`src/rtl/ipalu_pkg.sv`:
```
// ipalu_pkg: shared types and constants of the packet alu slave
// request codes, command kinds passed from front to back, reset values
// no dependencies
`default_nettype none

package ipalu_pkg;

	localparam int unsigned PKT_LEN = 12;
	localparam int unsigned Q_DEPTH = 2;

	localparam logic [2:0] REQ_RX     = 3'd0;
	localparam logic [2:0] REQ_TX     = 3'd1;
	localparam logic [2:0] REQ_RXADDR = 3'd2;
	localparam logic [2:0] REQ_TXADDR = 3'd3;
	localparam logic [2:0] REQ_STOP   = 3'd4;

	localparam logic [31:0] LAST_RESET   = 32'hAABBCCDD;
	localparam logic [31:0] RESULT_RESET = 32'h78563412;

	typedef logic [3:0] kind_t;

	localparam kind_t K_NONE  = 4'd0;
	localparam kind_t K_TX    = 4'd1;
	localparam kind_t K_TXCLR = 4'd2;
	localparam kind_t K_STOP  = 4'd3;
	localparam kind_t K_ADD   = 4'd4;
	localparam kind_t K_MUL   = 4'd5;
	localparam kind_t K_DIV   = 4'd6;
	localparam kind_t K_SUB   = 4'd7;
	localparam kind_t K_KEEP  = 4'd8;

	typedef struct packed {
		kind_t       kind;
		logic [31:0] opa;
		logic [31:0] opb;
	} cmd_t;

endpackage

`default_nettype wire

```
`src/rtl/ipalu_in_if.sv`:
```
// ipalu_in_if: valid/ready channel that carries slave events into the block
// no dependencies
`default_nettype none

interface ipalu_in_if;
	logic       valid;
	logic       ready;
	logic [2:0] req_type;
	logic [7:0] rx_byte;

	modport source (output valid, output req_type, output rx_byte, input ready);
	modport sink (input valid, input req_type, input rx_byte, output ready);
endinterface

`default_nettype wire

```
`src/rtl/ipalu_out_if.sv`:
```
// ipalu_out_if: valid/ready channel that carries one response item per event
// no dependencies
`default_nettype none

interface ipalu_out_if;
	logic       valid;
	logic       ready;
	logic [7:0] tx_byte;
	logic       packet_done;
	logic       ack_enable;

	modport source (output valid, output tx_byte, output packet_done, output ack_enable,
		input ready);
	modport sink (input valid, input tx_byte, input packet_done, input ack_enable,
		output ready);
endinterface

`default_nettype wire

```
`src/rtl/ipalu_front.sv`:
```
// ipalu_front: accepts slave events, collects packet bytes, classifies each item
// into a command for the back end; depends on ipalu_pkg and ipalu_in_if
`default_nettype none

module ipalu_front (
	input  wire logic        clk,
	input  wire logic        arst_n,
	ipalu_in_if.sink         req,
	input  wire logic        q_full,
	output logic             push,
	output ipalu_pkg::cmd_t  push_cmd
);
	import ipalu_pkg::*;

	logic [7:0]  rx_bytes [PKT_LEN];
	logic [3:0]  rx_count_q;
	logic        last_byte;
	logic [31:0] op_word;

	assign req.ready = !q_full;
	assign push      = req.valid && req.ready;
	assign last_byte = (rx_count_q == 4'(PKT_LEN - 1));
	assign op_word   = {req.rx_byte, rx_bytes[10], rx_bytes[9], rx_bytes[8]};

	always_comb begin
		push_cmd.kind = K_NONE;
		push_cmd.opa  = {rx_bytes[3], rx_bytes[2], rx_bytes[1], rx_bytes[0]};
		push_cmd.opb  = {rx_bytes[7], rx_bytes[6], rx_bytes[5], rx_bytes[4]};
		case (req.req_type)
			REQ_RX: begin
				if (last_byte) begin
					if (op_word[31:2] != 30'd0) begin
						push_cmd.kind = K_KEEP;
					end else begin
						case (op_word[1:0])
							2'd0:    push_cmd.kind = K_ADD;
							2'd1:    push_cmd.kind = K_MUL;
							2'd2:    push_cmd.kind = K_DIV;
							default: push_cmd.kind = K_SUB;
						endcase
					end
				end
			end
			REQ_TX:     push_cmd.kind = K_TX;
			REQ_TXADDR: push_cmd.kind = K_TXCLR;
			REQ_STOP:   push_cmd.kind = K_STOP;
			default:    push_cmd.kind = K_NONE;
		endcase
	end

	always_ff @(posedge clk) begin
		if (push && req.req_type == REQ_RX && !last_byte) begin
			rx_bytes[rx_count_q] <= req.rx_byte;
		end
	end

	always_ff @(posedge clk or negedge arst_n) begin
		if (!arst_n) begin
			rx_count_q <= 4'd0;
		end else if (push) begin
			if (req.req_type == REQ_RX) begin
				rx_count_q <= last_byte ? 4'd0 : rx_count_q + 4'd1;
			end else if (req.req_type == REQ_RXADDR) begin
				rx_count_q <= 4'd0;
			end
		end
	end

endmodule

`default_nettype wire

```
`src/rtl/ipalu_queue.sv`:
```
// ipalu_queue: short command fifo between front and back end
// depends on ipalu_pkg
`default_nettype none

module ipalu_queue (
	input  wire logic            clk,
	input  wire logic            arst_n,
	input  wire logic            push,
	input  wire ipalu_pkg::cmd_t push_cmd,
	output logic                 full,
	output logic                 q_valid,
	output ipalu_pkg::cmd_t      head,
	input  wire logic            pop
);
	import ipalu_pkg::*;

	localparam int unsigned PW = (Q_DEPTH > 1) ? $clog2(Q_DEPTH) : 1;
	localparam int unsigned CW = $clog2(Q_DEPTH + 1);

	cmd_t            mem [Q_DEPTH];
	logic [PW-1:0]   wr_ptr_q;
	logic [PW-1:0]   rd_ptr_q;
	logic [CW-1:0]   count_q;

	assign full    = (count_q == CW'(Q_DEPTH));
	assign q_valid = (count_q != '0);
	assign head    = mem[rd_ptr_q];

	always_ff @(posedge clk) begin
		if (push) begin
			mem[wr_ptr_q] <= push_cmd;
		end
	end

	always_ff @(posedge clk or negedge arst_n) begin
		if (!arst_n) begin
			wr_ptr_q <= '0;
			rd_ptr_q <= '0;
			count_q  <= '0;
		end else begin
			if (push) begin
				wr_ptr_q <= (wr_ptr_q == PW'(Q_DEPTH - 1)) ? '0 : wr_ptr_q + PW'(1);
			end
			if (pop) begin
				rd_ptr_q <= (rd_ptr_q == PW'(Q_DEPTH - 1)) ? '0 : rd_ptr_q + PW'(1);
			end
			if (push && !pop) begin
				count_q <= count_q + CW'(1);
			end else if (pop && !push) begin
				count_q <= count_q - CW'(1);
			end
		end
	end

endmodule

`default_nettype wire

```
`src/rtl/ipalu_back.sv`:
```
// ipalu_back: executes commands: transmit byte index, result update with
// multiply and radix-2 divider, response register; depends on ipalu_pkg, ipalu_out_if
`default_nettype none

module ipalu_back (
	input  wire logic            clk,
	input  wire logic            arst_n,
	input  wire logic            q_valid,
	input  wire ipalu_pkg::cmd_t head,
	output logic                 pop,
	ipalu_out_if.source          rsp
);
	import ipalu_pkg::*;

	localparam logic [1:0] ST_IDLE = 2'd0;
	localparam logic [1:0] ST_MUL  = 2'd1;
	localparam logic [1:0] ST_DIV  = 2'd2;
	localparam logic [1:0] ST_FIN  = 2'd3;

	logic [1:0]  state_q;
	logic [1:0]  tx_count_q;
	logic [31:0] result_q;
	logic [31:0] last_q;
	logic [31:0] a_q;
	logic [31:0] b_q;
	logic [31:0] rem_q;
	logic [4:0]  cnt_q;
	logic        neg_q;
	logic        out_valid_q;
	logic [7:0]  tx_byte_q;
	logic        done_q;
	logic        ack_q;

	logic        free;
	logic [32:0] rem_sh;
	logic [32:0] diff;
	logic [31:0] product;
	logic [7:0]  sel_byte;

	assign free    = !out_valid_q || rsp.ready;
	assign pop     = (state_q == ST_IDLE) && q_valid && free;
	assign rem_sh  = {rem_q, a_q[31]};
	assign diff    = rem_sh - {1'b0, b_q};
	assign product = a_q * b_q;

	always_comb begin
		case (tx_count_q)
			2'd0:    sel_byte = result_q[7:0];
			2'd1:    sel_byte = result_q[15:8];
			2'd2:    sel_byte = result_q[23:16];
			default: sel_byte = result_q[31:24];
		endcase
	end

	assign rsp.valid       = out_valid_q;
	assign rsp.tx_byte     = tx_byte_q;
	assign rsp.packet_done = done_q;
	assign rsp.ack_enable  = ack_q;

	always_ff @(posedge clk or negedge arst_n) begin
		if (!arst_n) begin
			state_q     <= ST_IDLE;
			tx_count_q  <= 2'd0;
			result_q    <= RESULT_RESET;
			last_q      <= LAST_RESET;
			out_valid_q <= 1'b0;
			tx_byte_q   <= 8'd0;
			done_q      <= 1'b0;
			ack_q       <= 1'b0;
			a_q         <= 32'd0;
			b_q         <= 32'd0;
			rem_q       <= 32'd0;
			cnt_q       <= 5'd0;
			neg_q       <= 1'b0;
		end else begin
			if (out_valid_q && rsp.ready) begin
				out_valid_q <= 1'b0;
			end
			case (state_q)
				ST_IDLE: begin
					if (pop) begin
						out_valid_q <= 1'b1;
						tx_byte_q   <= 8'd0;
						done_q      <= 1'b0;
						ack_q       <= 1'b0;
						case (head.kind)
							K_TX: begin
								tx_byte_q  <= sel_byte;
								tx_count_q <= tx_count_q + 2'd1;
							end
							K_TXCLR: begin
								tx_count_q <= 2'd0;
							end
							K_STOP: begin
								tx_count_q <= 2'd0;
								ack_q      <= 1'b1;
							end
							K_ADD: begin
								result_q <= head.opa + head.opb;
								last_q   <= head.opa + head.opb;
								done_q   <= 1'b1;
							end
							K_SUB: begin
								result_q <= head.opa - head.opb;
								last_q   <= head.opa - head.opb;
								done_q   <= 1'b1;
							end
							K_KEEP: begin
								result_q <= last_q;
								done_q   <= 1'b1;
							end
							K_MUL: begin
								out_valid_q <= 1'b0;
								a_q         <= head.opa;
								b_q         <= head.opb;
								state_q     <= ST_MUL;
							end
							K_DIV: begin
								if (head.opb == 32'd0) begin
									result_q <= 32'd0;
									last_q   <= 32'd0;
									done_q   <= 1'b1;
								end else begin
									out_valid_q <= 1'b0;
									a_q     <= head.opa[31] ? 32'd0 - head.opa : head.opa;
									b_q     <= head.opb[31] ? 32'd0 - head.opb : head.opb;
									neg_q   <= head.opa[31] ^ head.opb[31];
									rem_q   <= 32'd0;
									cnt_q   <= 5'd31;
									state_q <= ST_DIV;
								end
							end
							default: begin
							end
						endcase
					end
				end
				ST_MUL: begin
					result_q    <= product;
					last_q      <= product;
					out_valid_q <= 1'b1;
					tx_byte_q   <= 8'd0;
					done_q      <= 1'b1;
					ack_q       <= 1'b0;
					state_q     <= ST_IDLE;
				end
				ST_DIV: begin
					// remainder stays below the divisor, so its top bit is always clear
					if (!diff[32]) begin
						rem_q <= diff[31:0];
						a_q   <= {a_q[30:0], 1'b1};
					end else begin
						rem_q <= rem_sh[31:0];
						a_q   <= {a_q[30:0], 1'b0};
					end
					cnt_q <= cnt_q - 5'd1;
					if (cnt_q == 5'd0) begin
						state_q <= ST_FIN;
					end
				end
				ST_FIN: begin
					result_q    <= neg_q ? 32'd0 - a_q : a_q;
					last_q      <= neg_q ? 32'd0 - a_q : a_q;
					out_valid_q <= 1'b1;
					tx_byte_q   <= 8'd0;
					done_q      <= 1'b1;
					ack_q       <= 1'b0;
					state_q     <= ST_IDLE;
				end
				default: begin
					state_q <= ST_IDLE;
				end
			endcase
		end
	end

endmodule

`default_nettype wire

```
`src/rtl/i2c_slave_packet_alu_core.sv`:
```
// Byte side of a bus slave that works as a remote alu. Every event item on req
// (byte received, transmit request, address match, stop) gives exactly one item
// on rsp. Twelve received bytes form operand one, operand two and the opcode as
// little-endian words; the twelfth byte triggers add, multiply, divide or subtract
// (other opcodes keep the last result) and raises packet_done. Transmit requests
// return the result least significant byte first. A two-entry command queue
// decouples intake from execution, so req keeps accepting while a response waits.
// A multiply, or a divide at one quotient bit per cycle in the restoring divider,
// runs first. A new item is accepted in any cycle the queue has room.
`default_nettype none

module i2c_slave_packet_alu_core (
	input  wire logic   clk,
	input  wire logic   arst_n,
	ipalu_in_if.sink    req,
	ipalu_out_if.source rsp
);
	import ipalu_pkg::*;

	logic q_full;
	logic push;
	cmd_t push_cmd;
	logic q_valid;
	cmd_t head;
	logic pop;

	ipalu_front u_front (
		.clk      (clk),
		.arst_n   (arst_n),
		.req      (req),
		.q_full   (q_full),
		.push     (push),
		.push_cmd (push_cmd)
	);

	ipalu_queue u_queue (
		.clk      (clk),
		.arst_n   (arst_n),
		.push     (push),
		.push_cmd (push_cmd),
		.full     (q_full),
		.q_valid  (q_valid),
		.head     (head),
		.pop      (pop)
	);

	ipalu_back u_back (
		.clk     (clk),
		.arst_n  (arst_n),
		.q_valid (q_valid),
		.head    (head),
		.pop     (pop),
		.rsp     (rsp)
	);

endmodule

`default_nettype wire

```
`src/flat_wrapper.sv`:
```
// flat-port wrapper written by rule: the top's interface ports become plain ports
module i2c_slave_packet_alu_core_flat import ipalu_pkg::*;
  (clk, arst_n, req_valid, req_req_type, req_rx_byte, req_ready, rsp_valid, rsp_tx_byte, rsp_packet_done, rsp_ack_enable, rsp_ready);
  ipalu_in_if req_i ();
  ipalu_out_if rsp_i ();
  input  wire logic clk;
  input  wire logic arst_n;
  input wire logic [$bits(req_i.valid)-1:0] req_valid;
  input wire logic [$bits(req_i.req_type)-1:0] req_req_type;
  input wire logic [$bits(req_i.rx_byte)-1:0] req_rx_byte;
  output wire logic [$bits(req_i.ready)-1:0] req_ready;
  output wire logic [$bits(rsp_i.valid)-1:0] rsp_valid;
  output wire logic [$bits(rsp_i.tx_byte)-1:0] rsp_tx_byte;
  output wire logic [$bits(rsp_i.packet_done)-1:0] rsp_packet_done;
  output wire logic [$bits(rsp_i.ack_enable)-1:0] rsp_ack_enable;
  input wire logic [$bits(rsp_i.ready)-1:0] rsp_ready;
  assign req_i.valid = req_valid;
  assign req_i.req_type = req_req_type;
  assign req_i.rx_byte = req_rx_byte;
  assign req_ready = req_i.ready;
  assign rsp_valid = rsp_i.valid;
  assign rsp_tx_byte = rsp_i.tx_byte;
  assign rsp_packet_done = rsp_i.packet_done;
  assign rsp_ack_enable = rsp_i.ack_enable;
  assign rsp_i.ready = rsp_ready;
  i2c_slave_packet_alu_core u_core (.clk(clk), .arst_n(arst_n), .req(req_i), .rsp(rsp_i));
endmodule
```
`config.mk`:
```
export PLATFORM = sky130hd
export DESIGN_NAME = i2c_slave_packet_alu_core_flat
export DESIGN_NICKNAME = d
export VERILOG_FILES = /design/src/rtl/ipalu_pkg.sv /design/src/rtl/ipalu_in_if.sv /design/src/rtl/ipalu_out_if.sv /design/src/rtl/ipalu_front.sv /design/src/rtl/ipalu_queue.sv /design/src/rtl/ipalu_back.sv /design/src/rtl/i2c_slave_packet_alu_core.sv /design/src/flat_wrapper.sv
export SDC_FILE = /design/constraint.sdc
export NUM_CORES = 2
export LEC_CHECK = 0
export BUFFER_PORTS_ARGS = -buffer_cell sky130_fd_sc_hd__buf_2
export CAP_MARGIN = 20
export CORE_MARGIN = 8
export CORE_UTILIZATION = 45
export CTS_CLUSTER_SIZE = 14
export DETAILED_ROUTE_END_ITERATION = 12
export SLEW_MARGIN = 15
export SYNTH_ARGS = -nofsm -noshare
export SYNTH_HDL_FRONTEND = slang
export SYNTH_HIERARCHICAL = 1
export SYNTH_SLANG_ARGS = --single-unit
```
`constraint.sdc`:
```
create_clock -name clk -period 19.51 [get_ports clk]
set_input_delay 1.951 -clock clk [delete_from_list [all_inputs] [get_ports clk]]
set_output_delay 1.951 -clock clk [all_outputs]
set_load 0.03 [all_outputs]
```
==> flow_summary.yaml <==
die:
  die_h_um: 312
  rows: 108
  core_area_mm2: 0.0869
  ios: 27
  initial_core_util: 0.455
  dieArea_mm2: 0.0976
  die_w_um: 312
detailed_routing:
  drc: 0
  ant_nets: 0
  routedWlPerCell_um: 23.0
  drt_iter0_markers: 2577
  drt-pass1-iter-count: 7
  vias: 29700
  postRouteWirelength_um: 120000
  viasPerCell: 5.67
grt:
  grt_antenna_before_repair: 2
  grt_overflow: 0
  grtUsageTotal: 0.244
  grt_max_degree: 72
  grt_pass1_wl_um: 184000
  first_global_vias: 29500
clock_tree:
  cts.repair_timing.setup_buffer_count: 0
  cts_tree: "yes"
  cts_max_level: 2
  cts_resized: 0
  clock_latency_ns: 0.61
  max-clock-path-buffers: 3
  holdBufCountCts: 0
  clkSinkCount: 413
  clockRootBuffer: "clkbuf_16"
  numCtsBuffers: 46
  path_clk_slew_ns: 0.07
final_layout:
  drive_above_1_share: 0.0711
  fill_cells: 8158
  nets: 4698
  syn2layout_area_growth_pct: 6.73
critical_path:
  crit_type: "reg2reg"
  path_max_fanout: 21
  cp.required_ns: 19.98
  cp-end-kind: "flip-flop"
  crit_end: "u_core/u_back/last_q[29]"
  worst_path_most_repeated_cell: "fa_1"
  reg2reg_to: "u_core/u_back/last_q[29]"
  slowest_stage: "dfrtp_1"
  reg2reg_from: "u_core/u_back/a_q[15]"
  reg2reg_depth: 25
  reg2reg_slack_ns: 11.22
  worst_setup_path_start_kind: "flip-flop"
  worstPathArrival_ns: 8.76
  crit_start: "u_core/u_back/a_q[15]"
  cp_slowest_stage_delay_ns: 0.97
logic_synthesis:
  syn_inst: 4149
  synthArstFlopShare: 0.458
  synth_edf_count: 224
  synth_flop_cell: "edfxtp_1"
  syn_nets: 4807
  syn_area_per_cell_um2: 9.53
  yosys_warnings: 6
  ys_seq_area_frac: 0.291
  ys_seq_elements: 413
  netlist_area_mm2: 0.0395
  synth_cell_types: 95
worst_hold_path:
  hold_class: "reg2reg"
  min_from: "u_core/u_front/rx_bytes[6][4]"
sta:
  fin_crit_sh: 0.425
  fmax_mhz: 121
  maxSlewHeadroom: 0.319
  fin_crit_ns: 8.29
  tns_ns: 0
  finalSetupViolCount: 0
  clock_skew_ns: 0.0565
  worst_hold_slack_ns: 0.413
  rsz0062_at_grt: "no"
  worst_slew_pin_slew_ns: 1.02
  hold_viol: 0
  slew_violations: 0
place:
  place_congestion: 0.992
  dp_hpwl_um: 90800
  portBuffers: 26
run:
  cap_violations: 0
status:
  status: "completed"
## cell usage in the layout (no fill, tap or decap), drive strengths merged, types with 13 or more instances in the layout
master,netlist,final
mux2,69,69
buf,47,71
inv,500,501
a21oi,187,187
nand2,507,507
o21ai,271,271
nor4,26,26
dfstp,33,33
and3,20,20
clkinv,1,19
nand2b,24,24
dfrtp,156,156
ha,232,232
nor3,39,39
nor2b,27,27
a211oi,30,30
edfxtp,224,224
a21o,45,45
a22o,14,14
fa,411,411
xor2,77,77
o31ai,35,35
clkbuf,182,57
o21a,17,17
nand4,18,18
o21bai,13,13
and2,278,278
xnor2,173,173
mux2i,28,28
a31oi,28,28
o211ai,31,31
nor2,227,227
nand3,32,32
## kinds of logic (layout without fill, tap and decap cells)
logic type	after synthesis	in the layout	synth area share
compound gates	783	783	0.125
xor+xnor	250	250	0.0554
fa+ha+maj	643	643	0.282
buf+inv	730	658	0.0714
flops	413	413	0.291
mux	97	97	0.0277
other cells	0	3	0
simple gates	1233	1233	0.149
## registers in the layout (all words and copies together) (netlist names), 2 cells and up
| signal | flops |
|---|---|
| u_core/u_front/rx_count_q | 4 |
| u_core/u_back/rem_q | 32 |
| u_core/u_queue/mem | 136 |
| u_core/u_back/result_q | 32 |
| u_core/u_queue/count_q | 2 |
| u_core/u_back/state_q | 2 |
| u_core/u_back/tx_count_q | 2 |
| u_core/u_front/rx_bytes | 88 |
| u_core/u_back/last_q | 32 |
| u_core/u_back/b_q | 32 |
| u_core/u_back/a_q | 32 |
| u_core/u_back/rsp.tx_byte | 8 |
| u_core/u_back/cnt_q | 5 |
## routing by layer
layer / vias to the layer above / part of all wire / track usage
met5: - / 0 / 0
met4: 0 / 0.037 / 0.0789
met3: 199 / 0.071 / 0.0399
met2: 1060 / 0.46 / 0.383
met1: 15000 / 0.44 / 0.343
li1: 13500 / - / -
## cell usage after synthesis, drive strengths merged, types with 39 or more instances
cell type    n  area [µm²]
o21ai      271        1370
inv        500        1880
ha         232        2900
a21o        45         338
mux2        69         815
buf         47         258
and2       278        1740
nor2       227         860
edfxtp     224        6730
clkbuf     182         683
dfrtp      156        3900
fa         411        8230
nand2      507        1910
nor3        39         221
xor2        77         674
a21oi      187         947
xnor2      173        1520
## critical path, delay by kind of cell, from the launching register on
kind / cells / cell delay [ns]
DFF: 1 / 0.97
adders and majority gates: 9 / 4.14
AOI/OAI and AO/OA: 8 / 2.12
buffers and inverters: 4 / 0.24
and+or+nand+nor: 3 / 0.53
xor gates and xnor gates: 1 / 0.17
## worst min path at each step
stage / endpoint / cells after the start
global route: u_core/u_queue/mem[0][49] / 0
floorplan: u_core/u_queue/mem[0][0] / 0
global placement: u_core/u_queue/mem[0][61] / 0
CTS: u_core/u_queue/mem[0][46] / 0
finish: u_core/u_queue/mem[0][20] / 0
detailed placement: u_core/u_queue/mem[1][63] / 0
## area by class of cell
cell class	instances	area, µm²	area share
flip-flops and latches	413	11500	0.273
multi-input cells	3006	25200	0.598
clock inverters	29	387	0.00916
clock buffers	56	1220	0.0289
diodes	3	7.51	0.000178
repair buffers	72	512	0.0121
inverters	501	1880	0.0446
well taps	1155	1450	0.0342
## metrics by stage
stage	util	cells	worst slack [ns]	instance area (µm²)
2_1_floorplan	-	4149	12.11	39500
3_3_place_gp	0.467	5145	11.25	40500
3_5_place_dp	0.467	5146	11.32	40600
4_1_cts	0.485	5231	11.29	42200
5_1_grt	0.486	5232	10.85	42200
6_report	0.486	5235	11.22	42200
Power is not shown: default switching activity piles up to over one toggle a cycle in this logic, so the estimate is an artifact.
